$ cat config.mk
export PLATFORM = sky130hd
export DESIGN_NAME = websocket_frame_deframer_unit
export DESIGN_NICKNAME = d
export VERILOG_FILES = /design/src/sv/wsfd_pkg.sv /design/src/sv/websocket_frame_deframer_unit.sv /design/src/sv/wsfd_parser.sv /design/src/sv/wsfd_queue.sv /design/src/sv/wsfd_result.sv
export SDC_FILE = /design/constraint.sdc
export NUM_CORES = 1
export LEC_CHECK = 0
export BUFFER_PORTS_ARGS = -buffer_cell sky130_fd_sc_hd__buf_2
export CORE_MARGIN = 5
export CORE_UTILIZATION = 60
export CTS_CLUSTER_DIAMETER = 60
export DETAILED_ROUTE_END_ITERATION = 8
export PLACE_DENSITY = 0.78
export SYNTH_ARGS = -nofsm -noshare
export SYNTH_HDL_FRONTEND = slang
export SYNTH_HIERARCHICAL = 1
export SYNTH_SLANG_ARGS = --single-unit
$ cat constraint.sdc
create_clock -name i_clk -period 9.2 [get_ports i_clk]
set_clock_uncertainty 0.1 [all_clocks]
set_input_delay 0.46 -clock i_clk [delete_from_list [all_inputs] [get_ports i_clk]]
set_output_delay 0.46 -clock i_clk [all_outputs]
set_load 0.01 [all_outputs]
$ cat src/sv/wsfd_pkg.sv
// Package with the types and constants shared by the WebSocket deframer modules.
`default_nettype none

package wsfd_pkg;

    localparam int unsigned QUEUE_DEPTH_DEFAULT = 4;
    localparam logic [15:0] MAX_LEN_RESET = 16'd4096;

    localparam logic [7:0] HDR_FIN_BIT  = 8'h80;
    localparam logic [7:0] HDR_MASK_BIT = 8'h80;
    localparam logic [6:0] LEN7_EXT16   = 7'd126;
    localparam logic [6:0] LEN7_EXT64   = 7'd127;

    typedef enum logic [3:0] {
        PH_HDR0,
        PH_HDR1,
        PH_HDR1_NOTFIN,
        PH_EXT_HI,
        PH_EXT_LO,
        PH_MASK0,
        PH_MASK1,
        PH_MASK2,
        PH_MASK3,
        PH_PAYLOAD,
        PH_DROP
    } t_phase;

    typedef enum logic [1:0] {
        KIND_DATA,
        KIND_EMPTY,
        KIND_ERROR
    } t_kind;

    typedef enum logic [2:0] {
        ERR_NONE,
        ERR_NOT_FINAL,
        ERR_UNMASKED,
        ERR_LEN64,
        ERR_TOO_LONG
    } t_err;

    typedef struct packed {
        logic       session_start;
        logic [7:0] in_byte;
    } t_in_item;

    typedef struct packed {
        t_kind       kind;
        logic [7:0]  data_byte;
        logic [3:0]  frame_opcode;
        logic [15:0] frame_len;
        logic        last;
        t_err        error_code;
    } t_out_item;

    typedef struct packed {
        t_kind       kind;
        logic [7:0]  raw_byte;
        logic [7:0]  mask_byte;
        logic [3:0]  opcode;
        logic [15:0] frame_len;
        logic        last;
        t_err        error_code;
    } t_cmd;

endpackage

`default_nettype wire

$ cat src/sv/websocket_frame_deframer_unit.sv
// Top level of the WebSocket frame deframer: parser, command queue and result stage.
// A byte's result is written into the command queue and then into the result register before it reaches the output.
// Throughput: one received byte per cycle while the queue is not full; the header parser takes each accepted byte.
// The queue lets the parser keep taking bytes while a result waits to be popped.
// Reset is synchronous and active low; it clears the parser to header byte zero,
// empties the queue and sets the maximum payload length to 4096.
`default_nettype none

module websocket_frame_deframer_unit
    import wsfd_pkg::*;
#(
    parameter int unsigned QUEUE_DEPTH = QUEUE_DEPTH_DEFAULT
) (
    input  wire logic        i_clk,
    input  wire logic        i_rst_n,
    input  wire logic        push,
    output logic             full,
    input  wire t_in_item    i_in,
    output logic             empty,
    input  wire logic        pop,
    output t_out_item        o_out,
    input  wire logic        i_cfg_valid,
    output logic             o_cfg_ready,
    input  wire logic [15:0] i_cfg_data
);

    logic w_accept;
    logic w_cmd_valid;
    t_cmd w_cmd;
    logic w_q_valid;
    t_cmd w_q_cmd;
    logic w_take;

    assign o_cfg_ready = 1'b1;
    assign w_accept    = push & ~full;

    wsfd_parser u_parser (
        .i_clk       (i_clk),
        .i_rst_n     (i_rst_n),
        .i_valid     (w_accept),
        .i_item      (i_in),
        .i_cfg_we    (i_cfg_valid & o_cfg_ready),
        .i_cfg_data  (i_cfg_data),
        .o_cmd_valid (w_cmd_valid),
        .o_cmd       (w_cmd)
    );

    wsfd_queue #(
        .DEPTH (QUEUE_DEPTH)
    ) u_queue (
        .i_clk   (i_clk),
        .i_rst_n (i_rst_n),
        .i_push  (w_cmd_valid),
        .i_cmd   (w_cmd),
        .o_full  (full),
        .i_pop   (w_take),
        .o_valid (w_q_valid),
        .o_cmd   (w_q_cmd)
    );

    wsfd_result u_result (
        .i_clk       (i_clk),
        .i_rst_n     (i_rst_n),
        .i_cmd_valid (w_q_valid),
        .i_cmd       (w_q_cmd),
        .o_take      (w_take),
        .i_pop       (pop),
        .o_empty     (empty),
        .o_item      (o_out)
    );

endmodule

`default_nettype wire

$ cat src/sv/wsfd_parser.sv
// Header parser that classifies each received byte and issues result commands.
`default_nettype none

module wsfd_parser
    import wsfd_pkg::*;
(
    input  wire logic        i_clk,
    input  wire logic        i_rst_n,
    input  wire logic        i_valid,
    input  wire t_in_item    i_item,
    input  wire logic        i_cfg_we,
    input  wire logic [15:0] i_cfg_data,
    output logic             o_cmd_valid,
    output t_cmd             o_cmd
);

    t_phase      r_phase;
    t_phase      n_phase;
    t_phase      w_phase;
    logic [15:0] r_max_len;
    logic [3:0]  r_opcode;
    logic [3:0]  n_opcode;
    logic [7:0]  r_ext_hi;
    logic [7:0]  n_ext_hi;
    logic [15:0] r_len;
    logic [15:0] n_len;
    logic [15:0] r_index;
    logic [15:0] n_index;
    logic [31:0] r_mask;
    logic [31:0] n_mask;

    logic [7:0]  w_byte;
    logic [6:0]  w_len7;
    logic [15:0] w_ext_len;
    logic [15:0] w_index_inc;
    logic        w_is_last;
    logic [7:0]  w_mask_byte;

    assign w_phase     = i_item.session_start ? PH_HDR0 : r_phase;
    assign w_byte      = i_item.in_byte;
    assign w_len7      = w_byte[6:0];
    assign w_ext_len   = {r_ext_hi, w_byte};
    assign w_index_inc = r_index + 16'd1;
    assign w_is_last   = (w_index_inc == r_len);

    always_comb begin
        unique case (r_index[1:0])
            2'd0: w_mask_byte = r_mask[31:24];
            2'd1: w_mask_byte = r_mask[23:16];
            2'd2: w_mask_byte = r_mask[15:8];
            default: w_mask_byte = r_mask[7:0];
        endcase
    end

    always_comb begin
        n_phase = w_phase;
        unique case (w_phase)
            PH_HDR0: begin
                n_phase = ((w_byte & HDR_FIN_BIT) != 8'd0) ? PH_HDR1 : PH_HDR1_NOTFIN;
            end
            PH_HDR1: begin
                priority if ((w_byte & HDR_MASK_BIT) == 8'd0) begin
                    n_phase = PH_DROP;
                end else if (w_len7 == LEN7_EXT16) begin
                    n_phase = PH_EXT_HI;
                end else if (w_len7 == LEN7_EXT64) begin
                    n_phase = PH_DROP;
                end else if ({9'd0, w_len7} > r_max_len) begin
                    n_phase = PH_DROP;
                end else begin
                    n_phase = PH_MASK0;
                end
            end
            PH_HDR1_NOTFIN: n_phase = PH_DROP;
            PH_EXT_HI:      n_phase = PH_EXT_LO;
            PH_EXT_LO:      n_phase = (w_ext_len > r_max_len) ? PH_DROP : PH_MASK0;
            PH_MASK0:       n_phase = PH_MASK1;
            PH_MASK1:       n_phase = PH_MASK2;
            PH_MASK2:       n_phase = PH_MASK3;
            PH_MASK3:       n_phase = (r_len == 16'd0) ? PH_HDR0 : PH_PAYLOAD;
            PH_PAYLOAD:     n_phase = w_is_last ? PH_HDR0 : PH_PAYLOAD;
            default:        n_phase = PH_DROP;
        endcase
    end

    always_comb begin
        n_opcode    = r_opcode;
        n_ext_hi    = r_ext_hi;
        n_len       = r_len;
        n_index     = r_index;
        n_mask      = r_mask;
        o_cmd_valid = 1'b0;
        o_cmd       = '{kind: KIND_ERROR, raw_byte: 8'd0, mask_byte: 8'd0,
                        opcode: r_opcode, frame_len: 16'd0, last: 1'b0,
                        error_code: ERR_NONE};
        unique case (w_phase)
            PH_HDR0: begin
                n_opcode = w_byte[3:0];
            end
            PH_HDR1: begin
                priority if ((w_byte & HDR_MASK_BIT) == 8'd0) begin
                    o_cmd_valid      = 1'b1;
                    o_cmd.error_code = ERR_UNMASKED;
                end else if (w_len7 == LEN7_EXT16) begin
                    n_len = r_len;
                end else if (w_len7 == LEN7_EXT64) begin
                    o_cmd_valid      = 1'b1;
                    o_cmd.error_code = ERR_LEN64;
                end else if ({9'd0, w_len7} > r_max_len) begin
                    o_cmd_valid      = 1'b1;
                    o_cmd.error_code = ERR_TOO_LONG;
                end else begin
                    n_len  = {9'd0, w_len7};
                    n_mask = 32'd0;
                end
            end
            PH_HDR1_NOTFIN: begin
                o_cmd_valid      = 1'b1;
                o_cmd.error_code = ERR_NOT_FINAL;
            end
            PH_EXT_HI: begin
                n_ext_hi = w_byte;
            end
            PH_EXT_LO: begin
                if (w_ext_len > r_max_len) begin
                    o_cmd_valid      = 1'b1;
                    o_cmd.error_code = ERR_TOO_LONG;
                end else begin
                    n_len  = w_ext_len;
                    n_mask = 32'd0;
                end
            end
            PH_MASK0, PH_MASK1, PH_MASK2: begin
                n_mask = {r_mask[23:0], w_byte};
            end
            PH_MASK3: begin
                n_mask  = {r_mask[23:0], w_byte};
                n_index = 16'd0;
                if (r_len == 16'd0) begin
                    o_cmd_valid = 1'b1;
                    o_cmd.kind  = KIND_EMPTY;
                    o_cmd.last  = 1'b1;
                end
            end
            PH_PAYLOAD: begin
                o_cmd_valid     = 1'b1;
                o_cmd.kind      = KIND_DATA;
                o_cmd.raw_byte  = w_byte;
                o_cmd.mask_byte = w_mask_byte;
                o_cmd.frame_len = r_len;
                o_cmd.last      = w_is_last;
                n_index         = w_index_inc;
            end
            default: begin
                n_index = r_index;
            end
        endcase
        o_cmd_valid = o_cmd_valid & i_valid;
    end

    always_ff @(posedge i_clk) begin
        if (!i_rst_n) begin
            r_phase   <= PH_HDR0;
            r_max_len <= MAX_LEN_RESET;
            r_opcode  <= 4'd0;
            r_ext_hi  <= 8'd0;
            r_len     <= 16'd0;
            r_index   <= 16'd0;
            r_mask    <= 32'd0;
        end else begin
            if (i_cfg_we) begin
                r_max_len <= i_cfg_data;
            end
            if (i_valid) begin
                r_phase  <= n_phase;
                r_opcode <= n_opcode;
                r_ext_hi <= n_ext_hi;
                r_len    <= n_len;
                r_index  <= n_index;
                r_mask   <= n_mask;
            end
        end
    end

endmodule

`default_nettype wire

$ cat src/sv/wsfd_queue.sv
// Short command queue between the parser and the result stage.
`default_nettype none

module wsfd_queue
    import wsfd_pkg::*;
#(
    parameter int unsigned DEPTH = QUEUE_DEPTH_DEFAULT
) (
    input  wire logic i_clk,
    input  wire logic i_rst_n,
    input  wire logic i_push,
    input  wire t_cmd i_cmd,
    output logic      o_full,
    input  wire logic i_pop,
    output logic      o_valid,
    output t_cmd      o_cmd
);

    localparam int unsigned AW = (DEPTH > 1) ? $clog2(DEPTH) : 1;
    localparam int unsigned CW = $clog2(DEPTH + 1);
    localparam logic [AW-1:0] LAST_SLOT = AW'(DEPTH - 1);
    localparam logic [CW-1:0] FULL_COUNT = CW'(DEPTH);

    t_cmd          r_slots [DEPTH];
    logic [AW-1:0] r_wr_ptr;
    logic [AW-1:0] r_rd_ptr;
    logic [CW-1:0] r_count;
    logic          w_do_push;
    logic          w_do_pop;

    assign o_full    = (r_count == FULL_COUNT);
    assign o_valid   = (r_count != '0);
    assign o_cmd     = r_slots[r_rd_ptr];
    assign w_do_push = i_push & ~o_full;
    assign w_do_pop  = i_pop & o_valid;

    always_ff @(posedge i_clk) begin
        if (w_do_push) begin
            r_slots[r_wr_ptr] <= i_cmd;
        end
    end

    always_ff @(posedge i_clk) begin
        if (!i_rst_n) begin
            r_wr_ptr <= '0;
            r_rd_ptr <= '0;
            r_count  <= '0;
        end else begin
            if (w_do_push) begin
                r_wr_ptr <= (r_wr_ptr == LAST_SLOT) ? '0 : r_wr_ptr + AW'(1);
            end
            if (w_do_pop) begin
                r_rd_ptr <= (r_rd_ptr == LAST_SLOT) ? '0 : r_rd_ptr + AW'(1);
            end
            unique case ({w_do_push, w_do_pop})
                2'b10:   r_count <= r_count + CW'(1);
                2'b01:   r_count <= r_count - CW'(1);
                default: r_count <= r_count;
            endcase
        end
    end

endmodule

`default_nettype wire

$ cat src/sv/wsfd_result.sv
// Result stage that unmasks payload bytes and holds the oldest result for popping.
`default_nettype none

module wsfd_result
    import wsfd_pkg::*;
(
    input  wire logic i_clk,
    input  wire logic i_rst_n,
    input  wire logic i_cmd_valid,
    input  wire t_cmd i_cmd,
    output logic      o_take,
    input  wire logic i_pop,
    output logic      o_empty,
    output t_out_item o_item
);

    logic      r_valid;
    t_out_item r_item;
    t_out_item n_item;

    assign o_empty = ~r_valid;
    assign o_item  = r_item;
    assign o_take  = i_cmd_valid & (~r_valid | i_pop);

    always_comb begin
        n_item.kind         = i_cmd.kind;
        n_item.data_byte    = i_cmd.raw_byte ^ i_cmd.mask_byte;
        n_item.frame_opcode = i_cmd.opcode;
        n_item.frame_len    = i_cmd.frame_len;
        n_item.last         = i_cmd.last;
        n_item.error_code   = i_cmd.error_code;
    end

    always_ff @(posedge i_clk) begin
        if (o_take) begin
            r_item <= n_item;
        end
    end

    always_ff @(posedge i_clk) begin
        if (!i_rst_n) begin
            r_valid <= 1'b0;
        end else if (o_take) begin
            r_valid <= 1'b1;
        end else if (i_pop) begin
            r_valid <= 1'b0;
        end
    end

endmodule

`default_nettype wire

**Word-level counts from Yosys, hierarchy flattened**

Memory sizes are Yosys's and may differ from the RTL's. A register that Yosys moved wholly into a read port is not among the register bits.
Index checks and enable logic that the tools add are counted.

- Register bits after elaboration: 138
- Memories: 1
- RAM bits: 168

- Reduce and logical (&&, ||, !) cells: 17
- Equal/unequal tests: 24
- Mux-type cells: 51
- $lt $le $gt $ge: 2
- Bitwise logic cells: 9
- Add/subtract/negate cells: 5

Memory list:

| name | depth | width | read ports | clocked after Yosys merged registers in | write ports | RTL line | source |
|---|---|---|---|---|---|---|---|
| u_queue.r_slots | 4 | 42 | 1 | 1 | 1 | wsfd_queue.sv:24 | `t_cmd r_slots [DEPTH];` |

Operators with widths:

| kind | count |
|---|---|
| $mux W32 | 5 |
| $mux W16 | 7 |
| $pmux W32 S3 | 1 |
| $pmux W16 S2 | 2 |
| $pmux W4 S9 | 1 |
| $mux W4 | 8 |
| $pmux W8 S3 | 1 |
| $add A16 B1 Y16 const B | 1 |
| $eq A16 B16 Y1 | 1 |
| $eq A4 B3 Y1 const B | 4 |
| $gt A16 B16 Y1 | 1 |
| $gt A7 B16 Y1 | 1 |
| $logic_not A16 Y1 | 1 |
| $mux W3 | 5 |
| $eq A7 B7 Y1 const B | 2 |
| $reduce_and A7 Y1 | 2 |
| $mux W2 | 6 |
| $mux W1 | 10 |
| $ne A2 B2 Y1 const B | 5 |
| $pmux W3 S3 | 1 |
| $eq A2 B2 Y1 const B | 4 |
| $eq A4 B2 Y1 const B | 2 |
| $eq A4 B4 Y1 const B | 2 |
| $logic_not A8 Y1 | 1 |
| 21 further kinds | 34 |

**Logic depth before layout (Yosys ltp)**

- Word-level depth: 10
- Gate-level depth with buffers: 18
- Depth with buffers taken out: 17

**Modules after synthesis**

Netlist, hierarchy kept.

By module, submodules not included:

| module | sequential area each (um2) | area each (um2) | times used | cells each |
|---|---|---|---|---|
| wsfd_queue | 5225.0 | 6608.8 | 1 | 276 |
| wsfd_parser | 1921.8 | 5846.9 | 1 | 732 |
| wsfd_result | 1041.0 | 1142.3 | 1 | 47 |
| websocket_frame_deframer_unit | 0.0 | 25.0 | 1 | 3 |

**Worst setup path before layout**

OpenSTA, ideal clock, no wires.

- Kind: register -> register
- Start: register u_queue.r_count[0]
- End: register u_queue.r_count[2]
- Data required time: 9024 ps
- Setup time: 76 ps
- Buffers on the path: 0
- Setup slack: 5165 ps
- Clock period less this slack: 4035 ps
- Stages on the path, launching flop included: 11
- Arrival: 3859 ps
- Cell sequence: dfxtp_1 > or3_1 > nor2b_1 > o31ai_1 > inv_1 > ha_1 > inv_1 > fa_1 > xor2_1 > or3_1 > a21boi_0

- Elaborated cells between the ends (all ways): 14
- Those cells by class: add/sub (2); eq/ne (3); mux (1); bitwise (6); reduce/logical (2)

RTL lines:

| element | RTL line | source |
|---|---|---|
| from (decl) | wsfd_queue.sv:27 | `logic [CW-1:0] r_count;` |
| from (signal assigned) | wsfd_queue.sv:56 | `2'b10: r_count <= r_count + CW'(1);` |
| from (signal assigned) | wsfd_queue.sv:57 | `2'b01: r_count <= r_count - CW'(1);` |
| from (signal assigned) | wsfd_queue.sv:58 | `default: r_count <= r_count;` |
| $reduce_bool A3 Y1 (*) | wsfd_queue.sv:32 | `assign o_valid = (r_count != '0);` |
| named net w_q_valid | websocket_frame_deframer_unit.sv:30 | `logic w_q_valid;` |
| $and A1 B1 Y1 (*) | wsfd_result.sv:23 | `assign o_take = i_cmd_valid & (~r_valid \| i_pop);` |
| named net w_take | websocket_frame_deframer_unit.sv:32 | `logic w_take;` |
| $and A1 B1 Y1 (*) | wsfd_queue.sv:35 | `assign w_do_pop = i_pop & o_valid;` |
| named net u_queue.w_do_pop | wsfd_queue.sv:29 | `logic w_do_pop;` |
| $eq A2 B1 Y1 / $eq A2 B2 Y1 (equally long branches) | wsfd_queue.sv:55 | `unique case ({w_do_push, w_do_pop})` |
| $pmux W3 S2 / $reduce_bool A2 Y1 (equally long branches) | n/a |  |

The timed path passes the listed nets; every way through them passes the cells marked *.
A chain may end at the register's enable or synchronous reset.

**Worst setup path after layout**

- Start: register u_parser.r_len[11]
- End: memory u_queue/r_slots[3][31] (netlist name), enable pin

- Cells in the longest elaborated chain, start to end: 7

RTL lines:

| element | RTL line | source |
|---|---|---|
| from (decl) | wsfd_parser.sv:25 | `logic [15:0] r_len;` |
| from (signal assigned) | wsfd_parser.sv:178 | `r_len <= n_len;` |
| $logic_not A16 Y1 | wsfd_parser.sv:139 | `if (r_len == 16'd0) begin` |
| $mux W1 | wsfd_parser.sv:139 |  |
| $pmux W1 S4 | wsfd_parser.sv:96 | `unique case (w_phase)` |
| $and A1 B1 Y1 | wsfd_parser.sv:158 | `o_cmd_valid = o_cmd_valid & i_valid;` |
| named net w_cmd_valid | websocket_frame_deframer_unit.sv:28 | `logic w_cmd_valid;` |
| $and A1 B1 Y1 | wsfd_queue.sv:34 | `assign w_do_push = i_push & ~o_full;` |
| $mux W1 | wsfd_queue.sv:38 | `if (w_do_push) begin` |
| $mux W1 (not written as such) | wsfd_queue.sv:39 | `r_slots[r_wr_ptr] <= i_cmd;` |
| to (decl) | wsfd_queue.sv:24 |  |

The timed path passes the listed nets, and every way through them passes these cells.

==> reports/qor.yml <==
status: "complete, no violations"
cp.required_ns: 9.25
worstHoldPathType: "primary input to flip-flop"
core_mm2: 0.0225
ys_async_sr_fraction_pct: 0
ctsHoldBuffers: 0
worstHoldStart: "i_cfg_data[12]"
rrSetupSlack_ns: 5.23
grt_overflow_total: 0
max-slew-margin-rel_pct: 15.8
first_global_vias: 8289
yosys.cell_types.count: 68
cts_tree: "yes"
p_leak_nw: 4.83
min_to: "u_parser/r_max_len[12]$_SDFFE_PN1P_"
dieWidth_um: 161
antenna_left: 0
synth_edf_count: 202
finalSetupViolCount: 0
postSynthAreaPerCell_um2: 12.9
num_io_pins: 67
drive_gt1_share_pct: 16.4
grt_max_degree: 96
placementRows: 55
regArea_mm2: 0.00819
vias: 8466
synthFlopType: "edfxtp_1"
htree_levels: 1
cts.path.max_buffers: 3
postCtsSetupBuffers: 0
clock_latency_ns: 0.54
grt_pass1_wl_um: 46500
path_clk_slew_ns: 0.06
wirelength_um: 29200
clock-sinks: 308
power_density_mw_per_mm2: 190
nFillCells: 1596
synth_seq_cells: 308
critPathKind: "flip-flop to flip-flop"
slew_viol_final: 0
tightest_slew_ns: 1.26
drcViolationCount: 0
path_max_fanout: 42
cts-root-buf: "clkbuf_16"
vias_per_cell: 6.03
reg2regPathDepth: 7
syn_inst: 1058
hold_depth: 3
dp_hpwl_um: 18700
r2r_end: "u_queue/r_slots[3][31]$_DFFE_PP_"
synth_nets: 1115
fmax_mhz: 252
rr_startpoint: "u_parser/r_len[11]$_SDFFE_PN0P_"
portBuffers: 65
start_util_pct: 60.5
final_nets: 1153
design_area_mm2: 0.0150
post_cts_resize_count: 0
dr.pass1.iters: 6
ys_warn_count: 6
fin_tns_setup_ns: 0
rsz0062_at_grt: "false"
power_w: 0.00286
grt_util_all_layers_pct: 22.5
dpl_cell_area_mm2: 0.0140
finalCritPeriodShare_pct: 43.2
cts_buffers: 31
multi_input_area_mm2: 0.00495
antenna_found_initial: 0
syn-cell-area_mm2: 0.0136
yosysSeqAreaShare_pct: 60.1
wl_per_cell_um: 20.8
dieArea_mm2: 0.0258
cp-start-kind: "flip-flop"
initialDrtViolationCount: 779
endpoint_kind: "flip-flop"
place.gp.congestion: 0.933
die_h_um: 161
period_needed_ns: 3.97
fin_util_pct: 66.8
ir_drop_v: 0.000139
syn_to_final_growth_pct: 10.3
cap_violations: 0
hold_viol_final: 0
cp_data_arrival_time_ns: 4.02
antenna_cells: 0
how the worst max path moves through the flow:
stage / start / end
6_report: u_parser/r_len[11]$_SDFFE_PN0P_ / u_queue/r_slots[3][31]$_DFFE_PP_
5_1_grt: u_parser/r_len[11]$_SDFFE_PN0P_ / u_queue/r_slots[1][16]$_DFFE_PP_
4_1_cts: u_parser/r_len[11]$_SDFFE_PN0P_ / u_queue/r_slots[0][38]$_DFFE_PP_
3_5_place_dp: i_in[7] / u_queue/r_slots[2][17]$_DFFE_PP_
3_3_place_gp: i_in[7] / u_queue/r_slots[0][17]$_DFFE_PP_
2_1_floorplan: u_queue/r_count[0]$_SDFFE_PN0P_ / u_queue/r_count[2]$_SDFFE_PN0P_
critical path, cell delays in order (launching register included):
cell,delay [ns]
dfxtp_1,0.35
nor4_1,0.38
nand4_1,0.20
nor3_1,0.68
nor2_1,0.26
a31oi_1,0.19
nor2b_1,0.41
and2_2,0.97
cell usage after synthesis, drive strengths merged, types with 2 or more instances:
master | instances | area (um2)
a21boi | 11 | 86.3
a21o | 4 | 30.0
a21oi | 29 | 145
a221oi | 2 | 17.5
a222oi | 8 | 80.1
a22oi | 2 | 15.0
a31oi | 8 | 50.1
a41oi | 4 | 35.0
and2 | 41 | 257
and3 | 7 | 43.8
and4 | 3 | 26.3
buf | 22 | 233
clkbuf | 43 | 161
dfxtp | 106 | 2120
edfxtp | 202 | 6070
ha | 26 | 325
inv | 30 | 113
mux2i | 73 | 731
mux4 | 42 | 953
nand2 | 124 | 465
nand2b | 4 | 32.5
nand3 | 39 | 200
nand4 | 11 | 68.8
nor2 | 46 | 173
nor2b | 39 | 259
nor3 | 9 | 45.0
nor3b | 3 | 27.5
nor4 | 9 | 62.6
o211a | 2 | 20.0
o211ai | 5 | 37.5
o21a | 4 | 30.0
o21ai | 35 | 175
o31ai | 3 | 22.5
or2 | 5 | 31.3
or3 | 10 | 62.6
or4 | 3 | 22.5
xnor2 | 16 | 140
xor2 | 14 | 123
metrics by stage:
stage / cells / hold WS [ns] / setup slack [ns]
final: 1405 / 0.0361 / 5.23
after global routing: 1405 / 0.0511 / 5.00
after CTS: 1405 / 0.0122 / 5.21
after detailed placement: 1348 / 0.349 / 5.13
after global placement: 1348 / 0.343 / 5.20
after floorplan: 1058 / 0.334 / 5.17
layout make-up:
cell class	instances	area share [%]
sequential	308	54.5
clock buffer	34	5.24
tap	285	2.37
multi-input combinational	655	33.0
clock inverter	23	1.74
inverter	30	0.749
timing repair buffer	70	2.43
report_power, final:
group          switching, W  internal [W]  leakage [nW]
logic             0.0000560     0.0000371          1.77
registers         0.0000110       0.00147          2.55
clock network      0.000524      0.000761         0.510
metal layers:
| layer | wire [um] | track usage (%) | share of wire (%) | vias up |
|---|---|---|---|---|
| met3 | 1800 | 3.03 | 6.2 | 40 |
| met1 | 12600 | 32.1 | 43 | 4178 |
| li1 | - | - | - | 3961 |
| met4 | 446 | 4.46 | 1.5 | 0 |
| met2 | 14300 | 37.8 | 49 | 287 |
| met5 | 0 | 0 | 0 | - |
cells in the final DEF, fill, tap and decap left out, types with 4 or more instances in the layout:
cell / Yosys / layout
a21boi_0: 7 / 7
a21o_1: 4 / 4
a21oi_1: 29 / 29
a222oi_1: 8 / 8
a31oi_1: 8 / 8
a41oi_1: 4 / 4
and2_1: 41 / 37
and2_2: 0 / 4
and3_1: 7 / 7
buf_2: 10 / 64
buf_4: 2 / 6
bufinv_16: 0 / 5
clkbuf_16: 0 / 31
clkinv_2: 0 / 7
dfxtp_1: 106 / 104
edfxtp_1: 202 / 202
ha_1: 26 / 26
inv_1: 29 / 29
mux2i_1: 73 / 73
mux4_2: 40 / 40
nand2_1: 124 / 124
nand3_1: 38 / 38
nand4_1: 11 / 11
nor2_1: 46 / 46
nor2b_1: 37 / 36
nor3_1: 9 / 8
nor4_1: 8 / 8
o211ai_1: 5 / 5
o21a_1: 4 / 4
o21ai_0: 34 / 34
or3_1: 10 / 10
xnor2_1: 16 / 16
xor2_1: 14 / 14
logic make-up (layout without fill, tap and decap cells):
group	count (synthesis)	in the layout	share of synthesized area (%)
flops	308	308	60.1
xor+xnor	30	30	1.93
other cells	1	1	0.0275
fa+ha+maj	27	27	2.53
buf+inv	95	157	3.72
compound gates	128	128	6.23
mux	115	115	12.4
simple gates	354	354	13.1
sequential cells by signal (all words and copies together), names as in the netlist, named ones only:
| signal | cells |
|---|---|
| u_queue/r_slots | 168 |
| u_result/o_item | 34 |
| u_parser/r_mask | 32 |
| u_parser/r_index | 16 |
| u_parser/r_len | 16 |
| u_parser/r_max_len | 16 |
| u_parser/r_ext_hi | 8 |
| u_parser/r_opcode | 4 |
| u_parser/r_phase | 4 |
| u_queue/r_count | 3 |
| u_queue/r_rd_ptr | 2 |
| u_queue/r_wr_ptr | 2 |
| u_result/r_valid | 1 |
Note: power is estimated with default switching activity, not from simulation.
